**src/sv/mf3_pkg.sv**
```systemverilog
// ============================================================================
// mf3_pkg: shared constants, types and helpers of the 3x3 mean filter
// Row store geometry, field widths, register indexes and the divide by nine.
// ============================================================================
package mf3_pkg;

    localparam int MAX_WIDTH   = 1024;
    localparam int COL_W       = $clog2(MAX_WIDTH);
    localparam int ROW_W       = 16;
    localparam int WIDTH_REG_W = 11;
    localparam int DATA_W      = 16;
    localparam int PIX_W       = 8;
    localparam int COLSUM_W    = 10;
    localparam int SUM_W       = 12;
    localparam int RES_MAX     = 4;
    localparam int CNT_W       = 3;
    localparam int IDX_W       = 2;

    localparam logic [WIDTH_REG_W-1:0] WIDTH_RESET  = 11'd640;
    localparam logic [ROW_W-1:0]       HEIGHT_RESET = 16'd480;

    // ceil(2^16 / 9); exact floor(s / 9) for every 12-bit window sum up to 9 * 255
    localparam logic [12:0] RECIP9 = 13'd7282;

    typedef enum logic [0:0] {
        REG_IMAGE_WIDTH  = 1'b0,
        REG_IMAGE_HEIGHT = 1'b1
    } cfg_reg_t;

    typedef logic [PIX_W-1:0] pix_t;

    // one pixel waiting on its row store read
    typedef struct packed {
        pix_t             pixel;
        logic [COL_W-1:0] col;
        logic             first_row;
        logic             last_row;
        logic             last_col;
        logic             fwd;
        pix_t             fwd_older;
        pix_t             fwd_newer;
    } b_item_t;

    // results caused by one pixel, in delivery order
    typedef struct packed {
        pix_t [RES_MAX-1:0] means;
        logic [CNT_W-1:0]   count;
        logic               eof;
    } res_pack_t;

    function automatic pix_t div9(input logic [SUM_W-1:0] s);
        logic [24:0] p;
        p = {13'd0, s} * {12'd0, RECIP9};
        return p[23:16];
    endfunction

endpackage

```
**src/sv/mf3_window.sv**
```systemverilog
// ============================================================================
// mf3_window: 3x3 window and neighborhood means
// Shifts a new pixel column into the window and works out the up to four
// means that the pixel releases.
// ============================================================================
module mf3_window (
    input  logic                clk,
    input  logic                rst_n,
    input  logic                load,
    input  mf3_pkg::b_item_t    item,
    input  mf3_pkg::pix_t       top,
    input  mf3_pkg::pix_t       mid,
    output mf3_pkg::res_pack_t  pack
);
    import mf3_pkg::*;

    pix_t win_t_reg [3];
    pix_t win_m_reg [3];
    pix_t win_b_reg [3];
    pix_t win_t_next [3];
    pix_t win_m_next [3];
    pix_t win_b_next [3];

    logic [COLSUM_W-1:0] inner_col [3];
    logic [COLSUM_W-1:0] bottom_col [3];
    logic [SUM_W-1:0]    inner_full;
    logic [SUM_W-1:0]    inner_edge;
    logic [SUM_W-1:0]    bottom_full;
    logic [SUM_W-1:0]    bottom_edge;

    // first column of a row fills the whole window (left edge replicated)
    always_comb
    begin
        if (item.col == '0)
        begin
            for (int k = 0; k < 3; k++)
            begin
                win_t_next[k] = top;
                win_m_next[k] = mid;
                win_b_next[k] = item.pixel;
            end
        end
        else
        begin
            win_t_next[0] = win_t_reg[1];
            win_m_next[0] = win_m_reg[1];
            win_b_next[0] = win_b_reg[1];
            win_t_next[1] = win_t_reg[2];
            win_m_next[1] = win_m_reg[2];
            win_b_next[1] = win_b_reg[2];
            win_t_next[2] = top;
            win_m_next[2] = mid;
            win_b_next[2] = item.pixel;
        end
    end

    always_comb
    begin
        for (int k = 0; k < 3; k++)
        begin
            inner_col[k]  = COLSUM_W'(win_t_next[k]) + COLSUM_W'(win_m_next[k])
                          + COLSUM_W'(win_b_next[k]);
            // bottom row replicated below the last row
            bottom_col[k] = COLSUM_W'(win_m_next[k]) + COLSUM_W'(win_b_next[k])
                          + COLSUM_W'(win_b_next[k]);
        end
        inner_full  = SUM_W'(inner_col[0]) + SUM_W'(inner_col[1]) + SUM_W'(inner_col[2]);
        inner_edge  = SUM_W'(inner_col[1]) + SUM_W'(inner_col[2]) + SUM_W'(inner_col[2]);
        bottom_full = SUM_W'(bottom_col[0]) + SUM_W'(bottom_col[1])
                    + SUM_W'(bottom_col[2]);
        bottom_edge = SUM_W'(bottom_col[1]) + SUM_W'(bottom_col[2])
                    + SUM_W'(bottom_col[2]);
    end

    // pack results: row above first, then the last row itself
    always_comb
    begin
        logic [CNT_W-1:0] n;
        n = '0;
        pack.means = '0;
        if (!item.first_row && item.col != '0)
        begin
            pack.means[n[IDX_W-1:0]] = div9(inner_full);
            n = CNT_W'(n + 1'b1);
        end
        if (!item.first_row && item.last_col)
        begin
            pack.means[n[IDX_W-1:0]] = div9(inner_edge);
            n = CNT_W'(n + 1'b1);
        end
        if (item.last_row && item.col != '0)
        begin
            pack.means[n[IDX_W-1:0]] = div9(bottom_full);
            n = CNT_W'(n + 1'b1);
        end
        if (item.last_row && item.last_col)
        begin
            pack.means[n[IDX_W-1:0]] = div9(bottom_edge);
            n = CNT_W'(n + 1'b1);
        end
        pack.count = n;
        pack.eof   = item.last_row && item.last_col;
    end

    always_ff @(posedge clk or negedge rst_n)
    begin
        if (!rst_n)
        begin
            for (int k = 0; k < 3; k++)
            begin
                win_t_reg[k] <= '0;
                win_m_reg[k] <= '0;
                win_b_reg[k] <= '0;
            end
        end
        else if (load)
        begin
            for (int k = 0; k < 3; k++)
            begin
                win_t_reg[k] <= win_t_next[k];
                win_m_reg[k] <= win_m_next[k];
                win_b_reg[k] <= win_b_next[k];
            end
        end
    end

endmodule

```
**config.mk**
```make
export PLATFORM = sky130hd
export DESIGN_NAME = mf3_window
export DESIGN_NICKNAME = d
export VERILOG_FILES = /design/src/sv/mf3_pkg.sv /design/src/sv/mf3_window.sv
export SDC_FILE = /design/constraint.sdc
export NUM_CORES = 1
export LEC_CHECK = 0
export BUFFER_PORTS_ARGS = -buffer_cell sky130_fd_sc_hd__buf_4
export CAP_MARGIN = 20
export CORE_MARGIN = 2
export CORE_UTILIZATION = 49
export DETAILED_ROUTE_END_ITERATION = 8
export PLACE_DENSITY = 0.69
export SETUP_SLACK_MARGIN = 0.02
export SYNTH_ARGS = -nofsm -noshare
export SYNTH_HDL_FRONTEND = slang
export SYNTH_SLANG_ARGS = --single-unit
export TNS_END_PERCENT = 20
```
**constraint.sdc**
```tcl
create_clock -name clk -period 12.05 [get_ports clk]
set_input_delay 1.205 -clock clk [delete_from_list [all_inputs] [get_ports clk]]
set_output_delay 1.205 -clock clk [all_outputs]
set_load 0.02 [all_outputs]
```
======== Word level (Yosys, flattened, before mapping) ========
Index checks and enable logic that the tools add are counted.
cells by class
  add/subtract/negate cells ............... 23
  multiply operators ...................... 4
  magnitude comparators ................... 6
  multiplexer cells ....................... 20
  reduce and logical (&&, ||, !) cells .... 10
operators by type and width
  kind                      number
  $bwmux W32                3
  $mux W32                  3
  $mul A12 B12 Y23 const B  4
  $mux W24                  3
  $add A9 B8 Y10            6
  $add A8 B8 Y9             6
  $add A11 B10 Y12          4
  $demux W8 S2              3
  $add A10 B10 Y11          4
  $mux W8                   4
  $logic_not A10 Y1         1
  $reduce_bool A10 Y1       1
  $add A3 B1 Y3 const B     3
  $lt A2 B3 Y1 const B      3
  $mux W3                   3
  $logic_and A1 B1 Y1       7
  $ge A2 B1 Y1 const B      3
  $logic_not A1 Y1          1
  $mux W1                   1
storage, ports and cells
  bits in registers ....................... 48
  bits of input ports ..................... 57
  output and inout port bits .............. 36
  logic and storage cells ................. 69

======== Longest topological paths before layout ========
Gate-level depths: netlist of the first run.
  depth in word-level cells ............... 14
  mapped depth ............................ 47
  depth with buffers taken out ............ 45

======== Worst setup path before layout of the first run ========
Ideal clock, no wire load.
  path kind ............................... input to output
  start point ............................. in item[21] (netlist name)
  end point ............................... out pack[6] (netlist name)
  arrival time ............................ 10664 ps
  required time ........................... 10845 ps
  slack ................................... 181 ps
  stages on the path ...................... 38
  path buffers ............................ 2
  cells stage by stage .................... nor4_2 nand3_1 clkbuf_1 buf_1 a21boi_0 fa_1 inv_1 ha_1 a21o_1 a21oi_1 o21bai_1 a21oi_1 o21bai_1 a21oi_1 xnor2_1 ha_1 ha_1 ha_1 [2 not listed] o21ai_0 xor2_1 fa_1 ha_1 inv_1 fa_1 inv_1 fa_1 inv_1 fa_1 inv_1 ha_1 nand3_1 o31ai_1 a31oi_1 xnor2_1 a221oi_1 a221oi_1
RTL lines
  item                RTL line          RTL
  start: declaration  mf3_window.sv:10  input mf3_pkg::b_item_t item,
  end: declaration    mf3_window.sv:13  output mf3_pkg::res_pack_t pack

==> flow_metrics.tcl, run 1 <==
set metrics [dict create \
    crit_type "in2out" \
    cts_max_level 2 \
    syn_avg_cell_area_um2 8.958 \
    r2r_slack_ps 10940 \
    reg2reg_to "win_m_reg[8]" \
    synth_mux_area_share_pct 2.839 \
    port-buffer-count 75 \
    wirelength_mm 36.40 \
    critPathArrivalTime_ps 10430 \
    final_cell_mix "404 x inv_1, 334 x ha_1, 178 x fa_1, 152 x buf_4, 103 x nand2_1" \
    start_util_pct 49.86 \
    synth_cell_types 64 \
    num_io_pins 93 \
    drv_cap 0 \
    fin_nets 2429 \
    slowest_stage "fa_1" \
    yosys_register_bits 48 \
    synthArstFlopShare_pct 100.0 \
    cts_buffer_depth 2 \
    drtIter0Drc 555 \
    seq_area_frac_synth_pct 7.855 \
    dpl_worst_slack_ps -215.8 \
    fmax_mhz 85.98 \
    synth_area_leaders "ha_1 28%, fa_1 23%, inv_1 10%" \
    slowest_delay_ps 560 \
    drc 0 \
    finClkSkew_ps 1.471 \
    final_util_pct 57.22 \
    layout_setup_ws_ps 419.6 \
    synthAdderAreaFrac_pct 51.75 \
    grt_pass1_wl_mm 58.79 \
    via_per_inst 5.345 \
    synth_nets 2288 \
    numCtsBuffers 5 \
    cpMostUsedCell "fa_1" \
    status "finished clean" \
    period_minus_slack_ps 11630 \
    syn_area_um2 15290 \
    hold_viol 0 \
    yosys.area.top_type "ha_1" \
    fp.dieH_um 180.7 \
    num_antenna_cells 0 \
    place_congestion 0.8670 \
    antenna_found_initial 0 \
    timing.final.crit_share_pct 96.52 \
    cts_root_buf "clkbuf_16" \
    synth_top_area_share_pct 28.31 \
    grt_util_all_layers_pct 21.89 \
    nFillCells 2665 \
    hold_ws_ps 506.3 \
    postRouteAntennaNets 0 \
    via_count 12000 \
    synth_top_family_by_area "adder cells" \
    ys.warnings.count 0 \
    crit_path_end "pack[8]" \
    drive_gt1_share_pct 15.04 \
    die-area_um2 32630 \
    setup_viol 0 \
    layout_commonest_cell "inv_1" \
    synth_compound_area_share_pct 13.01 \
    cp.required_ps 10850 \
    end_kind "output port" \
    syn_inst 1707 \
    synth-simple-area-share_pct 7.626 \
    synth_xor_area_share_pct 6.358 \
    synth_ff_type "dfrtp_1" \
    drt_pass1_iterations 8 \
    slew_violations 0 \
    clk_pin_slew_worst_paths_ps 60 \
    worstHoldStart "win_b_reg[5]" \
    max_slew_margin_pct 50.51 \
    r2r-start "win_m_reg[0]" \
    fin_setup_tns_ps 0 \
    rows 64 \
    cp-start-kind "input port" \
    core_area_um2 30670 \
    crit_buf_inv 13 \
    crit_start "item[21]" \
    grt_pass1_vias 12130 \
    cts_tree "built" \
    fp.dieW_um 180.7 \
    wire_per_inst_um 16.22 \
    critical_path.max_fanout 11 \
    dp_hpwl_mm 32.30 \
    worstMarginPinSlew_ps 742.3 \
    ff2ff_path_depth 5 \
    cts_sinks 48 \
    clkLatencyLatePin_ps 290 \
    synth_edf_count 0 \
    cp.depth 42 \
    grt-ovfl-total 0 \
    grt_max_degree 72 \
    area_delta_synth_final_pct 14.77 \
    cpLargestDelayFamily "adder cells" \
    hold_class "reg2reg" \
]
-- Yosys cell counts, types with 6 or more instances --
library cell / count
dfrtp_1: 48
a21boi_0: 17
a221oi_1: 7
o21a_1: 14
xnor2_1: 81
nand2_1: 103
mux2i_1: 13
nor3_1: 13
o21ai_0: 36
nor2_1: 58
inv_1: 408
clkbuf_1: 18
a31oi_1: 14
nand4_1: 6
nand3_1: 18
xor2_1: 30
fa_1: 178
and2_1: 18
o21bai_1: 21
nor2b_1: 8
a21oi_1: 92
a21o_1: 30
a211oi_1: 7
o211ai_1: 6
and3_1: 9
o22ai_1: 17
mux2_2: 27
ha_1: 346
-- worst register-to-register path: cells and delay by family (launching register included) --
kind | cells | cell delay (ps)
buffers and inverters | 2 | 190
and+or+nand+nor | 1 | 170
AOI/OAI and AO/OA | 2 | 360
DFF | 1 | 320
-- how the worst min path moves through the flow --
| stage | to | cells past startpoint |
|---|---|---|
| after floorplan | win_m_reg[2] | 1 |
| after global placement | win_t_reg[0] | 1 |
| after detailed placement | win_b_reg[5] | 1 |
| after CTS | win_b_reg[5] | 1 |
| after global routing | win_m_reg[5] | 1 |
| final | win_b_reg[5] | 1 |
-- final cells by class --
class	instances	area (um2)	share of cell area [%]
clock buffers	6	138.9	0.7914
clock inverters	1	8.758	0.04991
inverters	409	1535	8.748
multi-input cells	1230	13010	74.11
flip-flops and latches	48	1201	6.844
well taps	396	495.5	2.823
repair buffers	154	1164	6.631
-- per-stage QoR --
| stage | area (um2) | instances |
|---|---|---|
| final | 17550 | 2244 |
| after global routing | 17550 | 2244 |
| after CTS | 16990 | 2234 |
| after detailed placement | 16800 | 2227 |
| after global placement | 16800 | 2227 |
| after floorplan | 15290 | 1707 |
-- layer usage --
layer / global-route usage (%) / vias to the layer above / routed length, um
met5: 0 / - / 0
met4: 4.452 / 0 / 575
met3: 1.354 / 45 / 782
met2: 39.04 / 199 / 18400
met1: 29.30 / 5877 / 16640
li1: - / 5874 / -
-- cell families after synthesis --
kind of cell    after synthesis
mux                          40
compound gates              300
simple gates                252
fa+ha+maj                   526
buf+inv                     430
xor+xnor                    111
flops                        48
-- timing repair --
item	4_1_cts	5_1_grt
buffers inserted	0	9
cloned	0	1
pin swaps	1	26
gates resized for setup	15	88
hold buffers	0	0
setup endpoints to repair	11	28
Power of run 1 is not shown: default switching activity piles up to over one toggle a cycle in this logic, so the estimate is an artifact.
==> inputs of run 2 (changes only) <==
--- a/config.mk
+++ b/config.mk
@@ -11,6 +11,7 @@
 export CORE_UTILIZATION = 49
 export DETAILED_ROUTE_END_ITERATION = 8
 export PLACE_DENSITY = 0.69
+export REMOVE_ABC_BUFFERS = 1
 export SETUP_SLACK_MARGIN = 0.02
 export SYNTH_ARGS = -nofsm -noshare
 export SYNTH_HDL_FRONTEND = slang
==> run 2 against run 1 <==
Against the previous run:
- core utilization grew 1.3 points
- sequential share of layout area shrank 0.15 points
- first-iteration DRC count is 4.1% lower
- non-clock buffer count increased by 49
- die area did not move
- highest routed layer unchanged
- clock skew grew 0.51 ps
- via count rose by 0.80%
- critical endpoint is now pack[15]
- register-to-register slack worse by 30 ps
- setup slack lost 86 ps
==> flow_metrics.tcl, run 2 (synthesized netlist as in run 1, its figures left out) <==
set metrics [dict create \
    area_delta_synth_final_pct 17.29 \
    fin_nets 2477 \
    cts_buffer_depth 2 \
    max_slew_margin_pct 49.39 \
    cp-start-kind "input port" \
    via_per_inst 5.273 \
    wirelength_mm 37.17 \
    wire_per_inst_um 16.21 \
    layout_commonest_cell "inv_1" \
    nFillCells 2678 \
    setup_viol 0 \
    fmax_mhz 85.35 \
    slowest_stage "fa_1" \
    finClkSkew_ps 1.986 \
    num_antenna_cells 0 \
    cts_sinks 48 \
    cts_tree "built" \
    period_minus_slack_ps 11720 \
    drive_gt1_share_pct 17.50 \
    hold_class "reg2reg" \
    status "finished clean" \
    drc 0 \
    cpLargestDelayFamily "adder cells" \
    crit_type "in2out" \
    start_util_pct 49.86 \
    hold_viol 0 \
    worstMarginPinSlew_ps 759.2 \
    grt_pass1_wl_mm 60.45 \
    drt_pass1_iterations 6 \
    dp_hpwl_mm 32.95 \
    grt_pass1_vias 12580 \
    rsz0062_at_grt "true" \
    core_area_um2 30670 \
    layout.cells.non_filler 2293 \
    port-buffer-count 75 \
    cts_max_level 2 \
    regArea_um2 1201 \
    grt-ovfl-total 0 \
    num_io_pins 93 \
    place_inst 2276 \
    slew_violations 0 \
    hold_ws_ps 504.7 \
    clkLatencyLatePin_ps 300 \
    cts_root_buf "clkbuf_16" \
    grt_util_all_layers_pct 22.47 \
    antenna_found_initial 0 \
    postRouteAntennaNets 0 \
    grt_max_degree 72 \
    rows 64 \
    ctsHoldBuffers 0 \
    place_area_um2 17170 \
    final_cell_mix "405 x inv_1, 336 x ha_1, 198 x buf_4, 174 x fa_1, 102 x nand2_1" \
    timing.final.crit_share_pct 97.23 \
    fp.dieH_um 180.7 \
    crit_buf_inv 13 \
    die-area_um2 32630 \
    drv_cap 0 \
    clk_pin_slew_worst_paths_ps 60 \
    cpMostUsedCell "buf_4" \
    via_count 12090 \
    drtIter0Drc 532 \
    critPathArrivalTime_ps 10510 \
    critical_path.max_fanout 16 \
    multi_input_area_um2 12990 \
    numCtsBuffers 5 \
    cp.required_ps 10850 \
    fp.dieW_um 180.7 \
    slowest_delay_ps 510 \
    fin_area_um2 17930 \
    place_congestion 0.9072 \
    end_kind "output port" \
]
==> run 2: cell type report <==
class                   count  area share (%)
repair buffers            203           8.602
clock inverters             3          0.2372
multi-input cells        1229           72.44
inverters                 409           8.560
clock buffers               5          0.6976
flip-flops and latches     48           6.697
well taps                 396           2.763
==> run 2: worst reg2reg max path, delay by kind of cell, from the launching register on <==
family	cells	cell delay, ps
buf+inv	2	200
flops	1	330
simple gates	1	170
compound gates	2	370
==> run 2: per-stage QoR <==
step	setup WS [ps]	setup TNS [ps]	util, %
finish	333.7	0	58.48
floorplan	-460.1	-2644	-
global placement	-249.7	-514.0	55.98
CTS	36.94	0	56.69
global route	-45.65	-117.3	58.48
detailed placement	-516.8	-1944	55.98
==> run 2: final timing paths <==
path                               from           end  slack (ps)  depth (start not counted)
hold reg to reg            win_t_reg[5]  win_t_reg[5]         500                          1
setup / recovery               item[21]      pack[15]         330                         44
setup reg to reg           win_m_reg[0]  win_m_reg[8]       10910                          5
hold / removal             win_t_reg[5]  win_t_reg[5]         500                          1
min in group asynchronous         rst_n  win_m_reg[6]         940                          1
max in group asynchronous         rst_n  win_t_reg[4]       10680                          1
==> run 2: per-layer routing <==
metal  global-route usage [%]  vias to the layer above  part of all wire, %
met3                    1.778                       33                  3.3
met2                    40.38                      189                   50
met5                        0                        -                    0
li1                         -                     5957                    -
met1                    30.15                     5912                   45
met4                    3.129                        0                  1.1
==> run 2: what timing repair did <==
action	in CTS	in global routing
buffers inserted	0	9
pin swaps	1	26
setup endpoints to repair	9	26
gates resized for setup	20	92
endpoints found under the hold margin	0	0
Power of run 2 is left out for the same reason.
