### src/sv/mf3_pkg.sv
// ============================================================================
// mf3_pkg: shared constants, types and helpers of the 3x3 mean filter
// Row store geometry, field widths, register indexes and the divide by nine.
// ============================================================================
package mf3_pkg;

    localparam int MAX_WIDTH   = 1024;
    localparam int COL_W       = $clog2(MAX_WIDTH);
    localparam int ROW_W       = 16;
    localparam int WIDTH_REG_W = 11;
    localparam int DATA_W      = 16;
    localparam int PIX_W       = 8;
    localparam int COLSUM_W    = 10;
    localparam int SUM_W       = 12;
    localparam int RES_MAX     = 4;
    localparam int CNT_W       = 3;
    localparam int IDX_W       = 2;

    localparam logic [WIDTH_REG_W-1:0] WIDTH_RESET  = 11'd640;
    localparam logic [ROW_W-1:0]       HEIGHT_RESET = 16'd480;

    // ceil(2^16 / 9); exact floor(s / 9) for every 12-bit window sum up to 9 * 255
    localparam logic [12:0] RECIP9 = 13'd7282;

    typedef enum logic [0:0] {
        REG_IMAGE_WIDTH  = 1'b0,
        REG_IMAGE_HEIGHT = 1'b1
    } cfg_reg_t;

    typedef logic [PIX_W-1:0] pix_t;

    // one pixel waiting on its row store read
    typedef struct packed {
        pix_t             pixel;
        logic [COL_W-1:0] col;
        logic             first_row;
        logic             last_row;
        logic             last_col;
        logic             fwd;
        pix_t             fwd_older;
        pix_t             fwd_newer;
    } b_item_t;

    // results caused by one pixel, in delivery order
    typedef struct packed {
        pix_t [RES_MAX-1:0] means;
        logic [CNT_W-1:0]   count;
        logic               eof;
    } res_pack_t;

    function automatic pix_t div9(input logic [SUM_W-1:0] s);
        logic [24:0] p;
        p = {13'd0, s} * {12'd0, RECIP9};
        return p[23:16];
    endfunction

endpackage

### src/sv/mf3_out_queue.sv
// ============================================================================
// mf3_out_queue: result register
// Holds the results of one pixel and hands them out one beat at a time.
// ============================================================================
module mf3_out_queue (
    input  logic                clk,
    input  logic                rst_n,
    input  logic                load,
    input  mf3_pkg::res_pack_t  pack,
    input  logic                out_stall,
    output logic                out_valid,
    output mf3_pkg::pix_t       mean_value,
    output logic                last_in_run,
    output logic                end_of_frame,
    output logic                free
);
    import mf3_pkg::*;

    pix_t [RES_MAX-1:0]  means_reg;
    logic [CNT_W-1:0]    count_reg;
    logic [IDX_W-1:0]    idx_reg;
    logic                eof_reg;
    logic                valid_reg;
    logic                is_last;
    logic                take;

    assign is_last = (CNT_W'(idx_reg) + CNT_W'(1)) == count_reg;
    assign take    = valid_reg && !out_stall;
    assign free    = !valid_reg || (take && is_last);

    always_ff @(posedge clk or negedge rst_n)
    begin
        if (!rst_n)
        begin
            valid_reg <= 1'b0;
            idx_reg   <= '0;
            count_reg <= '0;
        end
        else if (load)
        begin
            valid_reg <= pack.count != '0;
            idx_reg   <= '0;
            count_reg <= pack.count;
        end
        else if (take)
        begin
            if (is_last)
                valid_reg <= 1'b0;
            else
                idx_reg <= IDX_W'(idx_reg + 1'b1);
        end
    end

    always_ff @(posedge clk)
    begin
        if (load)
        begin
            means_reg <= pack.means;
            eof_reg   <= pack.eof;
        end
    end

    assign out_valid    = valid_reg;
    assign mean_value   = means_reg[idx_reg];
    assign last_in_run  = is_last;
    assign end_of_frame = is_last && eof_reg;

endmodule

### config.mk
export PLATFORM = sky130hd
export DESIGN_NAME = mf3_out_queue
export DESIGN_NICKNAME = d
export VERILOG_FILES = /design/src/sv/mf3_pkg.sv /design/src/sv/mf3_out_queue.sv
export SDC_FILE = /design/constraint.sdc
export NUM_CORES = 1
export LEC_CHECK = 0
export ABC_AREA = 1
export BUFFER_PORTS_ARGS = -buffer_cell sky130_fd_sc_hd__buf_2
export CELL_PAD_IN_SITES_DETAIL_PLACEMENT = 1
export CELL_PAD_IN_SITES_GLOBAL_PLACEMENT = 2
export CORE_ASPECT_RATIO = 1.4
export CORE_MARGIN = 2
export CORE_UTILIZATION = 34
export CTS_CLUSTER_DIAMETER = 40
export DETAILED_ROUTE_END_ITERATION = 7
export PLACE_DENSITY = 0.86
export SKIP_CTS_REPAIR_TIMING = 1
export SLEW_MARGIN = 20
export SYNTH_ARGS = -nofsm -noshare
export SYNTH_HDL_FRONTEND = slang
export SYNTH_SLANG_ARGS = --single-unit
### constraint.sdc
create_clock -name clk -period 3.5 [get_ports clk]
set_input_delay 0.7 -clock clk [delete_from_list [all_inputs] [get_ports clk]]
set_output_delay 0.7 -clock clk [all_outputs]
set_load 0.01 [all_outputs]
Yosys cells after proc, flatten, opt, wreduce, memory -nomap -nowiden
Cells that the tools add are included.
{"block": "totals", "ff_bits": 39, "inputBits": 40, "out_inout_bits": 12, "word_cells": 32}
{"block": "op_classes", "addsub": 2, "order_cmp": 1, "eq_ne": 2, "mux": 8, "n_reduce_logical": 11}
{"cell": "$bmux W8 S2", "count": 1}
{"cell": "$mux W8", "count": 1}
{"cell": "$mux W2", "count": 3}
{"cell": "$reduce_and A2 Y1", "count": 2}
{"cell": "$reduce_bool A2 Y1", "count": 2}
{"cell": "$add A2 B1 Y3 const B", "count": 1}
{"cell": "$eq A3 B3 Y1", "count": 1}
{"cell": "$logic_and A1 B1 Y1", "count": 3}
{"cell": "$lt A2 B3 Y1 const B", "count": 1}
{"cell": "$mux W1", "count": 3}
{"cell": "$reduce_bool A3 Y1", "count": 1}
{"cell": "$add A2 B1 Y2 const B", "count": 1}
{"cell": "$logic_not A1 Y1", "count": 2}
{"cell": "$ne A2 B2 Y1 const B", "count": 1}
{"cell": "$logic_or A1 B1 Y1", "count": 1}

Logic depth before layout (Yosys ltp)
Gate-level depths: netlist of the first run.
{"block": "depth", "ltp_word": 5, "mapped_depth": 9, "mapped_depth_nobuf": 9}

Worst setup path before layout of the first run
Ideal clock, no wire load.
{"block": "synth_path", "kind": "register to output", "from": "register idx_reg[0]", "to": "output free", "arrival_time_ns": 1.334, "path_slack_ns": 1.466, "stages_incl_launch_ff": 5, "path_buffers": 0, "path_cell_list": "dfrtp_1 -> ha_1 -> xnor2_2 -> nand3_4 -> o21ai_0"}
{"block": "synth_between", "elab_chain_len": 4}
{"element": "from (decl)", "line_no": "mf3_out_queue.sv:21", "source": "logic [IDX_W-1:0] idx_reg;"}
{"element": "from (signal assigned)", "line_no": "mf3_out_queue.sv:50", "source": "idx_reg <= IDX_W'(idx_reg + 1'b1);"}
{"element": "$add A2 B1 Y3", "line_no": "mf3_out_queue.sv:27", "source": "assign is_last = (CNT_W'(idx_reg) + CNT_W'(1)) == count_reg;"}
{"element": "$eq A3 B3 Y1", "line_no": "mf3_out_queue.sv:27"}
{"element": "$logic_and A1 B1 Y1", "line_no": "mf3_out_queue.sv:29", "source": "assign free = !valid_reg || (take && is_last);"}
{"element": "$logic_or A1 B1 Y1", "line_no": "mf3_out_queue.sv:29"}
{"element": "to (decl)", "line_no": "mf3_out_queue.sv:15", "source": "output logic free"}
Every way passes these cells.

Worst setup path in the final report of the first run
Same ends and word-level chain as after synthesis.

==> impl_results.rst, run 1 <==
.. list-table::
   :header-rows: 1

   * - Metric
     - Value
   * - Run status
     - complete, no violations
   * - HPWL after detailed placement
     - 2638 um
   * - Top achievable clock speed
     - 0.3487 GHz
   * - Multi-input logic area
     - 382.9 sq um
   * - Worst setup EP type
     - primary output
   * - Top-level I/O count
     - 52
   * - Unrepaired setup endpoints after global routing
     - no
   * - Most common cell after layout, fill and taps aside
     - buf_2
   * - # port buffers
     - 51
   * - Normalized max-slew margin
     - 51.74%
   * - Summed instance area of the synthesized netlist
     - 0.001595 sq mm
   * - Number of buffers inserted during clock tree synthesis
     - 5
   * - Maximum fanout along the worst path
     - 20
   * - Clock tree from TritonCTS
     - yes
   * - Synthesized netlist net count
     - 166
   * - Cell count of the worst reg-to-reg path
     - 7
   * - Net count, final
     - 221
   * - Area of placed instances
     - 0.001906 sq mm
   * - Initial antenna violation count
     - 0
   * - Critical Setup Path Class
     - flop to primary output
   * - IR drop worst, VDD
     - 0.2677 mV
   * - Sequential element share of the synthesized area
     - 71.53%
   * - Remaining antenna violation count after routing
     - 0
   * - Largest net degree at the start of global routing
     - 29
   * - Max reg flops
     - 32
   * - Area fraction in compound gates after synthesis
     - 9.882%
   * - Root Driver
     - clkbuf_8
   * - Main combinational cell family by area after synthesis
     - simple AND/OR/NAND/NOR gates
   * - Number of different library cells in the post-synthesis netlist
     - 18
   * - Measured slew at the worst slew-check pin
     - 0.7240 ns
   * - Area share of fa/ha/maj cells after synthesis
     - 0.7843%
   * - Max-slew violations
     - 0
   * - Floorplan die area
     - 0.005263 sq mm
   * - Layout cell share with drive strength beyond 1
     - 35.91%
   * - Wire length of the first global-routing pass
     - 5451 um
   * - Max Clock Skew
     - 0.0006197 ns
   * - Final Wtd Congestion
     - 0.7848
   * - Number of iterations in the first detailed-routing pass
     - 4
   * - Vias per cell
     - 4.704
   * - Ratio of final minimum period to clock period
     - 81.94%
   * - Area growth syn-to-layout
     - 26.20%
   * - Setup-violating endpoint count in the final report
     - 0
   * - MaxCap Viol Count
     - 0
   * - Width of the chip
     - 61.89 um
   * - Total of warnings raised by yosys
     - 0
   * - Global routing usage summed across all routing layers
     - 14.49%
   * - Hold Violations, Final
     - 0
   * - Count of state elements after synthesis
     - 39
   * - Sequential standard cell area
     - 0.001141 sq mm
   * - Clock slew seen by the registers of the worst setup and hold paths
     - 0.07 ns
   * - Maximum buffer depth of the clock tree
     - 2
   * - Number of clock sinks
     - 39
   * - Fraction of the mapped netlist area in simple logic gates
     - 12.31%
   * - Minimum clock period
     - 2.868 ns
   * - Power density cells
     - 552.3 mW/mm^2
   * - Xor/xnor share of the synthesized area
     - 1.020%
   * - Initial cell density of the core
     - 35.17%
   * - Count of vias placed by the detailed router
     - 1143
   * - Y dimension of the die
     - 85.05 um
   * - DR DRC count
     - 0
   * - Diodes inserted
     - 0
   * - Detail-routed net length per standard cell
     - 14.35 um
   * - Cell row count
     - 29
   * - Later-pin clock latency in the skew report
     - 0.28 ns
   * - Static Leak
     - 0.8653 nW
   * - Setup TNS
     - 0 ns
   * - Startpoint kind of the worst setup timing path
     - flop
   * - Portion of netlist area occupied by mux cells
     - 0%
   * - Data required time of the critical path
     - 2.80 ns
   * - Post-synthesis cell count
     - 125
   * - Count of fill cells added during filler insertion
     - 509
   * - Synthesized area per cell
     - 12.76 sq um
   * - Placeable core region
     - 0.004536 sq mm
   * - Most used cells in the layout excluding fill and tap cells
     - buf_2, edfxtp_1, o21ai_0
   * - Post-route standard cell area excluding fillers
     - 0.002013 sq mm
   * - Vias in the first global route
     - 1197
   * - Number of H-tree branching levels
     - 2
   * - Total wire length after detailed routing
     - 3488 um
   * - Type of the most critical hold path
     - primary input to asynchronous set/reset pin
   * - Crit path arrival time
     - 2.17 ns
   * - First DRT Iteration DRCs
     - 17
   * - Final global-route overflow total
     - 0
area by class of cell:
type                            instances  share of cell area, %
Inverter                                9                  2.051
Sequential cell                        39                  56.68
Clock inverter                          3                  1.927
Clock buffer                            5                  3.418
Tap cell                               62                  3.853
Timing Repair Buffer                   52                  13.05
Multi-Input combinational cell         73                  19.02
synth_stat cells (all sizes together):
library cell  number  share of area [%]
dfrtp              6                9.4
ha                 1               0.78
edfxtp            33                 62
buf                3                1.6
inv                9                2.6
o31ai              1               0.47
clkbuf             1               0.24
o22ai              8                3.1
xnor2              1                1.0
nand4              3                1.2
nand2             20                5.8
nor2              18                4.2
nand3              1                1.1
o21ai             20                6.3
worst max-delay path: stages (launching register included):
cell	delay, ns
dfrtp_1	0.81
ha_1	0.39
xnor2_2	0.24
nand3_4	0.13
o21ai_0	0.16
buf_2	0.15
per-stage QoR:
step	total power [mW]	setup slack, ns	hold WS, ns	utilization (%)	instances
2_1_floorplan	0.6872	1.466	0.4044	-	125
3_3_place_gp	0.7568	0.9959	0.5106	42.01	235
6_report	1.112	0.6321	0.2263	44.39	243
4_1_cts	1.129	0.5882	0.2258	44.39	243
5_1_grt	1.167	0.4250	0.2317	44.39	243
3_5_place_dp	0.7681	0.9063	0.5129	42.01	235
power by group:
group / internal [mW] / switching [mW] / leakage (nW)
Combinational: 0.0748 / 0.104 / 0.413
Sequential: 0.546 / 0.0286 / 0.397
Clock: 0.209 / 0.149 / 0.0556
cell families after synthesis:
group	count (synthesis)
adders and majority gates	1
buffers and inverters	13
AOI/OAI and AO/OA	29
DFF	39
and+or+nand+nor	42
xor gates and xnor gates	1
worst paths after layout:
| path | from | to | slack, ns |
|---|---|---|---|
| setup / recovery | idx_reg[0]$_DFFE_PN0P_ | free | 0.63 |
| hold / removal | rst_n | out_valid$_DFFE_PN0P_ | 0.23 |
| setup reg to reg | idx_reg[0]$_DFFE_PN0P_ | out_valid$_DFFE_PN0P_ | 1.57 |
| hold reg to reg | out_valid$_DFFE_PN0P_ | out_valid$_DFFE_PN0P_ | 0.52 |
| max in group asynchronous | rst_n | count_reg[2]$_DFFE_PN0P_ | 3.13 |
| min in group clk | out_valid$_DFFE_PN0P_ | out_valid$_DFFE_PN0P_ | 0.52 |
metal layers:
layer	GRT usage, %	wire length, um	share of wire [%]	vias to the layer above
met5	0	0	0	-
met1	16.67	1319	38	538
met3	3.354	163	4.7	9
li1	-	-	-	555
met4	8.124	101	2.9	0
met2	23.83	1903	55	41
Note: power is estimated with default switching activity, not from simulation.
==> run 2, diff against run 1 <==
--- a/config.mk
+++ b/config.mk
@@ -11,10 +11,10 @@
 export CELL_PAD_IN_SITES_GLOBAL_PLACEMENT = 2
 export CORE_ASPECT_RATIO = 1.4
 export CORE_MARGIN = 2
-export CORE_UTILIZATION = 34
+export CORE_UTILIZATION = 31
 export CTS_CLUSTER_DIAMETER = 40
 export DETAILED_ROUTE_END_ITERATION = 7
-export PLACE_DENSITY = 0.86
+export PLACE_DENSITY = 0.8
 export SKIP_CTS_REPAIR_TIMING = 1
 export SLEW_MARGIN = 20
 export SYNTH_ARGS = -nofsm -noshare
==> constraint.sdc (replaced) <==
create_clock -name clk -period 2.8 [get_ports clk]
set_input_delay 0.56 -clock clk [delete_from_list [all_inputs] [get_ports clk]]
set_output_delay 0.56 -clock clk [all_outputs]
set_load 0.01 [all_outputs]
==> run 2 against run 1 <==
Compared with the run above:
- setup slack got worse by 0.25 ns
- count of clock-buffer cells in the layout increased by 2
- clock power increased by 16%
- clock skew increased by 0.0024 ns
- utilization decreased by 3.3 points
- via count decreased by 1.8%
- total power increased by 22%
- highest routed layer unchanged
==> impl_results.rst, run 2 (synthesis gave the netlist of run 1 again) <==
.. list-table::
   :header-rows: 1

   * - Metric
     - Value
   * - Max reg flops
     - 32
   * - Hold Violations, Final
     - 0
   * - Setup TNS
     - 0 ns
   * - Width of the chip
     - 64.63 um
   * - Detail-routed net length per standard cell
     - 14.25 um
   * - Minimum clock period
     - 2.421 ns
   * - Critical Setup Path Class
     - flop to primary output
   * - Crit path arrival time
     - 1.86 ns
   * - Setup slack after layout
     - 0.3791 ns
   * - Maximum buffer depth of the clock tree
     - 2
   * - Run status
     - complete, no violations
   * - Count of vias placed by the detailed router
     - 1122
   * - Max-slew violations
     - 0
   * - Later-pin clock latency in the skew report
     - 0.29 ns
   * - Top achievable clock speed
     - 0.4131 GHz
   * - Normalized max-slew margin
     - 75.54%
   * - Number of H-tree branching levels
     - 2
   * - Floorplan die area
     - 0.005744 sq mm
   * - Layout cell share with drive strength beyond 1
     - 36.81%
   * - Top-level I/O count
     - 52
   * - Number of buffers inserted during clock tree synthesis
     - 5
   * - Static Leak
     - 0.8654 nW
   * - Fraction of the core area covered by cells at the end of the flow
     - 41.07%
   * - Area growth syn-to-layout
     - 26.59%
   * - Most used cells in the layout excluding fill and tap cells
     - buf_2, edfxtp_1, o21ai_0
   * - Final Wtd Congestion
     - 0.8140
   * - Power density cells
     - 674.4 mW/mm^2
   * - Total wire length after detailed routing
     - 3506 um
   * - Max Clock Skew
     - 0.003041 ns
   * - MaxCap Viol Count
     - 0
   * - Vias per cell
     - 4.561
   * - Count of fill cells added during filler insertion
     - 556
   * - Diodes inserted
     - 0
   * - Final global-route overflow total
     - 0
   * - Data required time of the critical path
     - 2.24 ns
   * - Global routing usage summed across all routing layers
     - 13.50%
   * - Clock slew seen by the registers of the worst setup and hold paths
     - 0.08 ns
   * - # port buffers
     - 51
   * - Cell row count
     - 30
   * - Maximum fanout along the worst path
     - 11
   * - Vias in the first global route
     - 1253
   * - Placeable core region
     - 0.004917 sq mm
   * - Number of clock sinks
     - 39
   * - Startpoint kind of the worst setup timing path
     - flop
   * - Root Driver
     - clkbuf_8
   * - Wire length of the first global-routing pass
     - 5727 um
   * - Net count, final
     - 222
   * - DR DRC count
     - 0
   * - Measured slew at the worst slew-check pin
     - 0.3669 ns
   * - Ratio of final minimum period to clock period
     - 86.46%
   * - Most common cell after layout, fill and taps aside
     - buf_2
   * - Initial antenna violation count
     - 0
   * - Initial cell density of the core
     - 32.44%
   * - IR drop worst, VDD
     - 0.2655 mV
   * - Unrepaired setup endpoints after global routing
     - no
   * - Number of iterations in the first detailed-routing pass
     - 4
   * - Largest net degree at the start of global routing
     - 24
   * - HPWL after detailed placement
     - 2553 um
   * - Y dimension of the die
     - 88.88 um
   * - First DRT Iteration DRCs
     - 32
   * - Setup slack at placement
     - 0.6749 ns
   * - Worst setup EP type
     - primary output
   * - Type of the most critical hold path
     - primary input to asynchronous set/reset pin
   * - Clock tree from TritonCTS
     - yes
   * - Remaining antenna violation count after routing
     - 0
   * - Setup-violating endpoint count in the final report
     - 0
[run 2: where the power goes]
part	total (mW)	switching, mW	leakage [nW]	internal [mW]
logic	0.242	0.145	0.418	0.0964
clock network	0.416	0.192	0.0505	0.224
registers	0.704	0.0211	0.397	0.683
[run 2: critical path, stage by stage (launching register included)]
cell and delay [ns]:
dfrtp_1 0.50, ha_1 0.38, xnor2_2 0.24, nand3_4 0.13
o21ai_0 0.17, buf_2 0.15
[run 2: per-layer routing]
metal | part of all wire (%) | GRT usage, % | vias up
met3 | 4.0 | 3.308 | 5
met4 | 1.9 | 7.157 | 0
met2 | 55 | 25.28 | 27
li1 | - | - | 552
met1 | 39 | 13.79 | 538
met5 | 0 | 0 | -
[run 2: worst paths after layout]
check,from,to,slack (ns),cells after the start
worst max-delay path,idx_reg[1]$_DFFE_PN0P_,free,0.38,5
worst min-delay path,rst_n,idx_reg[0]$_DFFE_PN0P_,0.09,1
worst max register to register,idx_reg[1]$_DFFE_PN0P_,out_valid$_DFFE_PN0P_,1.14,7
worst min register to register,out_valid$_DFFE_PN0P_,out_valid$_DFFE_PN0P_,0.53,2
max in group asynchronous,rst_n,out_valid$_DFFE_PN0P_,2.56,1
min in group clk,pack[32],means_reg[28]$_DFFE_PP_,0.44,1
[run 2: final cells by class]
class / instances / area [sq um] / share of cell area [%]
clock buffers: 7 / 96.34 / 4.771
multi-input cells: 73 / 382.9 / 18.96
repair buffers: 53 / 270.3 / 13.38
flip-flops and latches: 39 / 1141 / 56.51
clock inverters: 1 / 7.507 / 0.3717
inverters: 9 / 41.29 / 2.045
well taps: 64 / 80.08 / 3.965
[run 2: stage by stage]
step	instance area, sq um	hold slack (ns)	power, mW	cells
after detailed placement	1916	0.3998	0.9632	238
final	2019	0.08639	1.362	246
after CTS	2019	0.08225	1.384	246
after global placement	1916	0.3926	0.9509	238
after floorplan	1595	0.2644	0.8590	125
after global routing	2019	0.07508	1.436	246
